--- config.mk ---
export PLATFORM = sky130hd
export DESIGN_NAME = siphash_keyed_hash
export DESIGN_NICKNAME = d
export VERILOG_FILES = /design/src/sv/siph_pkg.sv /design/src/sv/siph_front.sv /design/src/sv/siph_queue.sv /design/src/sv/siph_core.sv /design/src/sv/siphash_keyed_hash.sv
export VERILOG_INCLUDE_DIRS = /design/src /design/src/sv
export SDC_FILE = /design/constraint.sdc
export NUM_CORES = 2
export LEC_CHECK = 0
export BUFFER_PORTS_ARGS = -buffer_cell sky130_fd_sc_hd__buf_2
export CAP_MARGIN = 10
export CORE_MARGIN = 2
export CORE_UTILIZATION = 25
export CTS_CLUSTER_DIAMETER = 30
export DETAILED_ROUTE_END_ITERATION = 10
export GPL_TIMING_DRIVEN = 0
export PLACE_DENSITY_LB_ADDON = 0.05
export SYNTH_ARGS = -nofsm -noshare
export SYNTH_HDL_FRONTEND = slang
export SYNTH_SLANG_ARGS = --single-unit
--- constraint.sdc ---
create_clock -name clk -period 7 [get_ports clk]
set_input_delay 1.4 -clock clk [delete_from_list [all_inputs] [get_ports clk]]
set_output_delay 1.4 -clock clk [all_outputs]
set_load 0.05 [all_outputs]
--- src/sv/siphash_keyed_hash_defines.svh ---
// assertion helpers shared by the rtl, sampled on clk and disabled in reset
`ifndef SIPHASH_KEYED_HASH_DEFINES_SVH
`define SIPHASH_KEYED_HASH_DEFINES_SVH

`define SIPH_ASSERT_ALWAYS(label, cond, msg) \
    label: assert property (@(posedge clk) disable iff (!rst_n) (cond)) else $error(msg);

`define SIPH_ASSERT_IMPLIES(label, ante, cons, msg) \
    label: assert property (@(posedge clk) disable iff (!rst_n) (ante) |-> (cons)) \
        else $error(msg);

`define SIPH_ASSERT_NEXT(label, ante, cons, msg) \
    label: assert property (@(posedge clk) disable iff (!rst_n) (ante) |=> (cons)) \
        else $error(msg);

`endif

--- src/sv/siph_pkg.sv ---
package siph_pkg;

    localparam int C_ROUNDS_DEF = 2;
    localparam int D_ROUNDS_DEF = 4;
    localparam int QUEUE_DEPTH  = 2;

    localparam int CFG_IDX_W = 8;
    localparam logic [CFG_IDX_W-1:0] REG_KEY_LOW  = CFG_IDX_W'(0);
    localparam logic [CFG_IDX_W-1:0] REG_KEY_HIGH = CFG_IDX_W'(1);

    localparam int VB_W = 4;
    localparam logic [VB_W-1:0] FULL_BYTES = VB_W'(8);

    localparam logic [63:0] INIT0   = 64'h736f6d6570736575;
    localparam logic [63:0] INIT1   = 64'h646f72616e646f6d;
    localparam logic [63:0] INIT2   = 64'h6c7967656e657261;
    localparam logic [63:0] INIT3   = 64'h7465646279746573;
    localparam logic [63:0] FIN_XOR = 64'h00000000000000ff;

    typedef logic [3:0][63:0] lanes_t;

    // one classified input item
    typedef struct packed {
        logic [63:0] word;
        logic [63:0] tail;
        logic        start;
        logic        last;
        logic        full_word;
    } blk_t;

endpackage

--- src/sv/siph_front.sv ---
module siph_front (
    input  logic                       clk,
    input  logic                       rst_n,
    input  logic                       accept,
    input  logic [63:0]                data_word,
    input  logic [siph_pkg::VB_W-1:0]  valid_bytes,
    input  logic                       last,
    output siph_pkg::blk_t             blk
);
    import siph_pkg::*;

    logic            in_msg_reg;
    logic            in_msg_next;
    logic [7:0]      len_reg;
    logic [7:0]      len_next;
    logic [VB_W-1:0] count;
    logic [7:0]      len_sum;
    logic [55:0]     masked;

    always_comb
    begin
        count = (last && (valid_bytes < FULL_BYTES)) ? valid_bytes : FULL_BYTES;
        len_sum = (in_msg_reg ? len_reg : 8'd0) + {4'd0, count};
        for (int i = 0; i < 7; i++)
        begin
            masked[8*i +: 8] = (VB_W'(i) < count) ? data_word[8*i +: 8] : 8'd0;
        end
        blk.word      = data_word;
        // a full last word is absorbed on its own, so its final block holds only the length
        blk.tail      = {len_sum, (count == FULL_BYTES) ? 56'd0 : masked};
        blk.start     = !in_msg_reg;
        blk.last      = last;
        blk.full_word = (count == FULL_BYTES);
        in_msg_next = in_msg_reg;
        len_next    = len_reg;
        if (accept)
        begin
            in_msg_next = !last;
            len_next    = len_sum;
        end
    end

    always_ff @(posedge clk or negedge rst_n)
    begin
        if (!rst_n)
        begin
            in_msg_reg <= 1'b0;
            len_reg    <= 8'd0;
        end
        else
        begin
            in_msg_reg <= in_msg_next;
            len_reg    <= len_next;
        end
    end

endmodule

--- src/sv/siph_queue.sv ---
`include "siphash_keyed_hash_defines.svh"

module siph_queue #(
    parameter int DEPTH = siph_pkg::QUEUE_DEPTH
) (
    input  logic           clk,
    input  logic           rst_n,
    input  logic           wr_en,
    input  siph_pkg::blk_t wr_data,
    output logic           full,
    input  logic           rd_en,
    output siph_pkg::blk_t rd_data,
    output logic           not_empty
);
    import siph_pkg::*;

    localparam int PTR_W = (DEPTH > 1) ? $clog2(DEPTH) : 1;
    localparam int CNT_W = $clog2(DEPTH + 1);

    blk_t             mem [DEPTH];
    logic [PTR_W-1:0] wr_ptr_reg;
    logic [PTR_W-1:0] rd_ptr_reg;
    logic [CNT_W-1:0] count_reg;

    assign full      = (count_reg == CNT_W'(DEPTH));
    assign not_empty = (count_reg != '0);
    assign rd_data   = mem[rd_ptr_reg];

    always_ff @(posedge clk)
    begin
        if (wr_en)
        begin
            mem[wr_ptr_reg] <= wr_data;
        end
    end

    always_ff @(posedge clk or negedge rst_n)
    begin
        if (!rst_n)
        begin
            wr_ptr_reg <= '0;
            rd_ptr_reg <= '0;
            count_reg  <= '0;
        end
        else
        begin
            if (wr_en)
            begin
                wr_ptr_reg <= (wr_ptr_reg == PTR_W'(DEPTH - 1)) ? '0 : wr_ptr_reg + 1'b1;
            end
            if (rd_en)
            begin
                rd_ptr_reg <= (rd_ptr_reg == PTR_W'(DEPTH - 1)) ? '0 : rd_ptr_reg + 1'b1;
            end
            if (wr_en && !rd_en)
            begin
                count_reg <= count_reg + 1'b1;
            end
            else if (rd_en && !wr_en)
            begin
                count_reg <= count_reg - 1'b1;
            end
        end
    end

    `SIPH_ASSERT_ALWAYS(a_count_bound, count_reg <= CNT_W'(DEPTH), "queue count over depth")
    `SIPH_ASSERT_IMPLIES(a_rd_nonempty, rd_en, count_reg != '0, "read from empty queue")
    `SIPH_ASSERT_NEXT(a_wr_grows, wr_en && !rd_en, count_reg == $past(count_reg) + 1'b1, "queue count did not grow")

endmodule

--- src/sv/siph_core.sv ---
`include "siphash_keyed_hash_defines.svh"

module siph_core #(
    parameter int C_ROUNDS = siph_pkg::C_ROUNDS_DEF,
    parameter int D_ROUNDS = siph_pkg::D_ROUNDS_DEF
) (
    input  logic           clk,
    input  logic           rst_n,
    input  logic [63:0]    key_low,
    input  logic [63:0]    key_high,
    input  siph_pkg::blk_t head,
    input  logic           head_valid,
    output logic           head_take,
    input  logic           pop,
    output logic           empty,
    output logic [63:0]    hash
);
    import siph_pkg::*;

    localparam int MAX_R = (C_ROUNDS > D_ROUNDS) ? C_ROUNDS : D_ROUNDS;
    localparam int CNT_W = $clog2(MAX_R + 1);

    typedef enum logic [1:0] {IDLE, COMP, FIN} phase_t;

    phase_t           phase_reg, phase_next;
    lanes_t           v_reg, v_next;
    lanes_t           r;
    logic [63:0]      m_reg, m_next;
    logic [63:0]      tail_reg, tail_next;
    logic [63:0]      m_load;
    logic             pend_reg, pend_next;
    logic             last_reg, last_next;
    logic [CNT_W-1:0] cnt_reg, cnt_next;
    logic [63:0]      hash_reg, hash_next;
    logic             out_valid_reg, out_valid_next;
    logic             take;

    function automatic lanes_t sip_round(lanes_t v);
        logic [63:0] a, b, c, d;
        a = v[0];
        b = v[1];
        c = v[2];
        d = v[3];
        a = a + b;
        b = {b[50:0], b[63:51]} ^ a;
        a = {a[31:0], a[63:32]};
        c = c + d;
        d = {d[47:0], d[63:48]} ^ c;
        a = a + d;
        d = {d[42:0], d[63:43]} ^ a;
        c = c + b;
        b = {b[46:0], b[63:47]} ^ c;
        c = {c[31:0], c[63:32]};
        return {d, c, b, a};
    endfunction

    assign r         = sip_round(v_reg);
    assign head_take = take;
    assign empty     = !out_valid_reg;
    assign hash      = hash_reg;

    always_comb
    begin
        phase_next     = phase_reg;
        v_next         = v_reg;
        m_next         = m_reg;
        tail_next      = tail_reg;
        pend_next      = pend_reg;
        last_next      = last_reg;
        cnt_next       = cnt_reg;
        hash_next      = hash_reg;
        out_valid_next = out_valid_reg && !pop;
        take           = 1'b0;
        m_load         = head.word;
        case (phase_reg)
            IDLE:
            begin
                take = head_valid;
            end
            COMP:
            begin
                v_next = r;
                if (cnt_reg == CNT_W'(C_ROUNDS - 1))
                begin
                    v_next[0] = r[0] ^ m_reg;
                    if (pend_reg)
                    begin
                        v_next[3] = r[3] ^ tail_reg;
                        m_next    = tail_reg;
                        pend_next = 1'b0;
                        cnt_next  = '0;
                    end
                    else if (last_reg)
                    begin
                        v_next[2]  = r[2] ^ FIN_XOR;
                        phase_next = FIN;
                        cnt_next   = '0;
                    end
                    else
                    begin
                        phase_next = IDLE;
                        take       = head_valid;
                    end
                end
                else
                begin
                    cnt_next = cnt_reg + 1'b1;
                end
            end
            FIN:
            begin
                if (cnt_reg == CNT_W'(D_ROUNDS - 1))
                begin
                    if (!out_valid_reg || pop)
                    begin
                        hash_next      = r[0] ^ r[1] ^ r[2] ^ r[3];
                        out_valid_next = 1'b1;
                        phase_next     = IDLE;
                        take           = head_valid;
                    end
                end
                else
                begin
                    v_next   = r;
                    cnt_next = cnt_reg + 1'b1;
                end
            end
            default:
            begin
                phase_next = IDLE;
            end
        endcase
        if (take)
        begin
            if (head.start)
            begin
                v_next = {INIT3 ^ key_high, INIT2 ^ key_low, INIT1 ^ key_high, INIT0 ^ key_low};
            end
            m_load     = (head.last && !head.full_word) ? head.tail : head.word;
            v_next[3]  = v_next[3] ^ m_load;
            m_next     = m_load;
            pend_next  = head.last && head.full_word;
            last_next  = head.last;
            tail_next  = head.tail;
            cnt_next   = '0;
            phase_next = COMP;
        end
    end

    always_ff @(posedge clk or negedge rst_n)
    begin
        if (!rst_n)
        begin
            phase_reg     <= IDLE;
            pend_reg      <= 1'b0;
            last_reg      <= 1'b0;
            cnt_reg       <= '0;
            out_valid_reg <= 1'b0;
        end
        else
        begin
            phase_reg     <= phase_next;
            pend_reg      <= pend_next;
            last_reg      <= last_next;
            cnt_reg       <= cnt_next;
            out_valid_reg <= out_valid_next;
        end
    end

    always_ff @(posedge clk)
    begin
        v_reg    <= v_next;
        m_reg    <= m_next;
        tail_reg <= tail_next;
        hash_reg <= hash_next;
    end

    `SIPH_ASSERT_IMPLIES(a_comp_cnt, phase_reg == COMP, cnt_reg < CNT_W'(C_ROUNDS), "compression count out of range")
    `SIPH_ASSERT_IMPLIES(a_fin_cnt, phase_reg == FIN, cnt_reg < CNT_W'(D_ROUNDS), "finalization count out of range")
    `SIPH_ASSERT_IMPLIES(a_pend_last, pend_reg, last_reg && phase_reg == COMP, "tail pending outside last block")

endmodule

--- src/sv/siphash_keyed_hash.sv ---
// channel  | handshake                  | payload
// input    | push / full                | data_word, valid_bytes, last
// result   | pop / empty                | hash
// config   | cfg_valid / cfg_ready      | cfg_index, cfg_data
//
// the queue takes one item per cycle until its slots fill; the round unit then
// runs one sipround per cycle while busy: C_ROUNDS siprounds per word, a second
// C_ROUNDS for the length block after a full 8-byte last word, then D_ROUNDS to
// finalize; it takes the next word only when it is through with the current one
// rst_n clears control state and both key registers asynchronously
// a waiting hash stalls the round unit only at the final round; cfg_ready is always high
module siphash_keyed_hash #(
    parameter int C_ROUNDS = siph_pkg::C_ROUNDS_DEF,
    parameter int D_ROUNDS = siph_pkg::D_ROUNDS_DEF
) (
    input  logic                            clk,
    input  logic                            rst_n,
    input  logic                            push,
    output logic                            full,
    input  logic [63:0]                     data_word,
    input  logic [siph_pkg::VB_W-1:0]       valid_bytes,
    input  logic                            last,
    output logic                            empty,
    input  logic                            pop,
    output logic [63:0]                     hash,
    input  logic                            cfg_valid,
    output logic                            cfg_ready,
    input  logic [siph_pkg::CFG_IDX_W-1:0]  cfg_index,
    input  logic [63:0]                     cfg_data
);
    import siph_pkg::*;

    logic [63:0] key_low_reg;
    logic [63:0] key_high_reg;
    logic        accept;
    blk_t        front_blk;
    blk_t        head_blk;
    logic        head_valid;
    logic        head_take;

    assign cfg_ready = 1'b1;
    assign accept    = push && !full;

    always_ff @(posedge clk or negedge rst_n)
    begin
        if (!rst_n)
        begin
            key_low_reg  <= '0;
            key_high_reg <= '0;
        end
        else if (cfg_valid && cfg_ready)
        begin
            case (cfg_index)
                REG_KEY_LOW:  key_low_reg  <= cfg_data;
                REG_KEY_HIGH: key_high_reg <= cfg_data;
                default:      ;
            endcase
        end
    end

    siph_front u_front (
        .clk         (clk),
        .rst_n       (rst_n),
        .accept      (accept),
        .data_word   (data_word),
        .valid_bytes (valid_bytes),
        .last        (last),
        .blk         (front_blk)
    );

    siph_queue #(
        .DEPTH (QUEUE_DEPTH)
    ) u_queue (
        .clk       (clk),
        .rst_n     (rst_n),
        .wr_en     (accept),
        .wr_data   (front_blk),
        .full      (full),
        .rd_en     (head_take),
        .rd_data   (head_blk),
        .not_empty (head_valid)
    );

    siph_core #(
        .C_ROUNDS (C_ROUNDS),
        .D_ROUNDS (D_ROUNDS)
    ) u_core (
        .clk        (clk),
        .rst_n      (rst_n),
        .key_low    (key_low_reg),
        .key_high   (key_high_reg),
        .head       (head_blk),
        .head_valid (head_valid),
        .head_take  (head_take),
        .pop        (pop),
        .empty      (empty),
        .hash       (hash)
    );

endmodule
==> results.toml <==
[floorplan]
core_area_mm2 = 0.2219
die_y_um = 475.8
initial_utilization = 0.2509
dieArea_mm2 = 0.2264
row_count = 173
ios = 213
die_x_um = 475.8

[setup_path]
critPathSlowestCell = "a311oi_2"
path_class = "reg -> reg"
worstPathArrival_ps = 9140
r2r_cells = 44
rrSetupSlack_ps = -1360
critical_path_required_ps = 7780
crit_path_end_kind = "flip-flop"
cp_common_cell = "buf_6"
critical_path.max_stage_delay_ps = 380
endpoint = "u_core.v_reg[56]"
reg2reg_from = "u_core.v_reg[0]"
crit_path_max_fanout = 4
crit_start = "u_core.v_reg[0]"
cp-start-kind = "flip-flop"
timing.rr.end = "u_core.v_reg[56]"

[logic_synthesis]
syn_inst = 5731
yosys_warnings = 0
ys_ff_latch = 859
syn_avg_cell_area_um2 = 9.712
async_flop_share = 0.1735
netlist_area_mm2 = 0.05566
synth-seq-area-share = 0.4040
synth_flop_cell = "edfxtp_1"
syn-num-nets = 6146
synth_cell_types = 115
synth_edf_count = 454

[timing]
tns_ps = -67390
hold_viol = 0
fin_crit_sh = 1.195
finalSetupViolCount = 140
worstMarginPinSlew_ps = 1560
finalCriticalPeriod_ps = 8362
fin_skew_ps = 86.27
hold_ws_ps = 377.1
rsz0062_at_grt = "yes"
report.final.slew_viol_count = 22
fmax_mhz = 119.6
post-route-worst-setup-slack_ps = -1362
timing.slew.headroom = -0.03969

[cts]
clock_path_buffers = 4
worstSkewPairLatency_ps = 930
cts_sinks = 859
cts_made_buffers = 308
root_buffer = "clkbuf_16"
cts_tree = "built"
cts_max_level = 5
path_clk_slew_ps = 40

[status]
violations = "capacitance limit, slew limit, setup timing"
status = "complete, but fails checks"

[finish]
register_area_mm2 = 0.02262
layout_commonest_cell = "nand2_1"
fillers = 22360
mostFrequentLayoutCells = "630 x nand2_1, 454 x edfxtp_1, 383 x a21oi_1, 353 x nor2_1, 313 x clkbuf_16"
drive_above_1_share = 0.2982
largest_reg_flops = 262
nets = 7046
syn_to_final_growth_pct = 46.05
multi_input_area_mm2 = 0.03807

[grt]
grt_overflow = 0
grt_first_pass_wirelength_mm = 517.5
grtUsageTotal = 0.3504
grt_pass1_vias = 51980
antenna_found_initial = 43
grt_max_degree = 84

[place]
io_buffers = 211
gp_congestion = 1.060
hpwl_mm = 338.1

[run]
maxCapViolations = 2

[routing]
drtIter0Drc = 5847
first_pass_iters = 6
wire_per_inst_um = 41.32
drc = 0
antenna_left = 0
num_vias = 54680
vias_per_cell = 5.553
wirelength_mm = 406.9

[worst_hold_path]
hold_class = "in -> async"
[cells in the mapped netlist, types with 168 or more instances]
library cell | count | share of area
edfxtp_1 | 454 | 0.24
xnor2_1 | 434 | 0.068
o21ai_0 | 263 | 0.024
a221oi_1 | 168 | 0.026
nand2_1 | 642 | 0.043
nor2_1 | 375 | 0.025
ha_1 | 264 | 0.059
a21oi_1 | 444 | 0.040
xor2_1 | 301 | 0.047
clkbuf_1 | 224 | 0.015
dfxtp_1 | 256 | 0.092
a21o_1 | 170 | 0.023
[per-stage QoR]
step	util	instance area, µm²	instances	setup slack [ps]
final	0.3664	81290	9847	-1362
after global routing	0.3663	81260	9836	-1508
after CTS	0.3404	75530	9612	-1359
after floorplan	-	55700	5731	8.436
after detailed placement	0.2795	62020	8994	-4306
after global placement	0.2726	60480	8917	-5240
[worst min path at each step]
stage | startpoint | end | cells after the start
global placement | u_front.len_reg[3] | u_front.len_reg[3] | 2
floorplan | u_front.len_reg[0] | u_front.len_reg[0] | 2
finish | rst_n | u_front.len_reg[3] | 1
global route | rst_n | u_front.len_reg[3] | 1
CTS | rst_n | u_front.len_reg[3] | 1
detailed placement | u_front.len_reg[0] | u_front.len_reg[0] | 2
[critical path: cells and delay by family (launching register included)]
family          cells  cell delay, ps
compound gates     22            4590
buf+inv             9            1060
simple gates        7             980
fa+ha+maj           3             620
xor+xnor            3             600
flops               1             370
[logic make-up after synthesis]
logic type                 Yosys count  synth area share
AOI/OAI and AO/OA                 1625            0.1978
and+or+nand+nor                   1472            0.1192
DFF                                859            0.4040
xor gates and xnor gates           765            0.1278
buffers and inverters              436           0.03147
muxes                              304           0.05851
adders and majority gates          269           0.06114
other                                1        0.00006737
[per-layer routing]
metal | vias to the layer above | routed length [µm] | global-route usage | part of all wire
li1 | 22930 | - | - | -
met1 | 27600 | 161200 | 0.4287 | 0.40
met2 | 3060 | 175300 | 0.5330 | 0.43
met3 | 1080 | 29670 | 0.07032 | 0.073
met4 | 12 | 40630 | 0.2866 | 0.10
met5 | - | 84 | 0.0002132 | 0.00021
[area by class of cell]
cell class / count / area share
plain buffers: 283 / 0.01482
diodes: 15 / 0.0004618
flip-flops and latches: 859 / 0.2783
well taps: 2975 / 0.04579
inverters: 147 / 0.006865
clock buffers: 416 / 0.1054
multi-input cells: 4436 / 0.4683
clock inverters: 120 / 0.01490
repair buffers: 596 / 0.06511
[what timing repair did]
item                                    4_1_cts  5_1_grt
endpoints found under the setup margin      276      228
hold buffers                                  0        0
gates resized for setup                     478      660
pin swaps                                    91      251
buffers inserted                             83      232
Power is not shown: default switching activity piles up to over one toggle a cycle in this logic, so the estimate is an artifact.
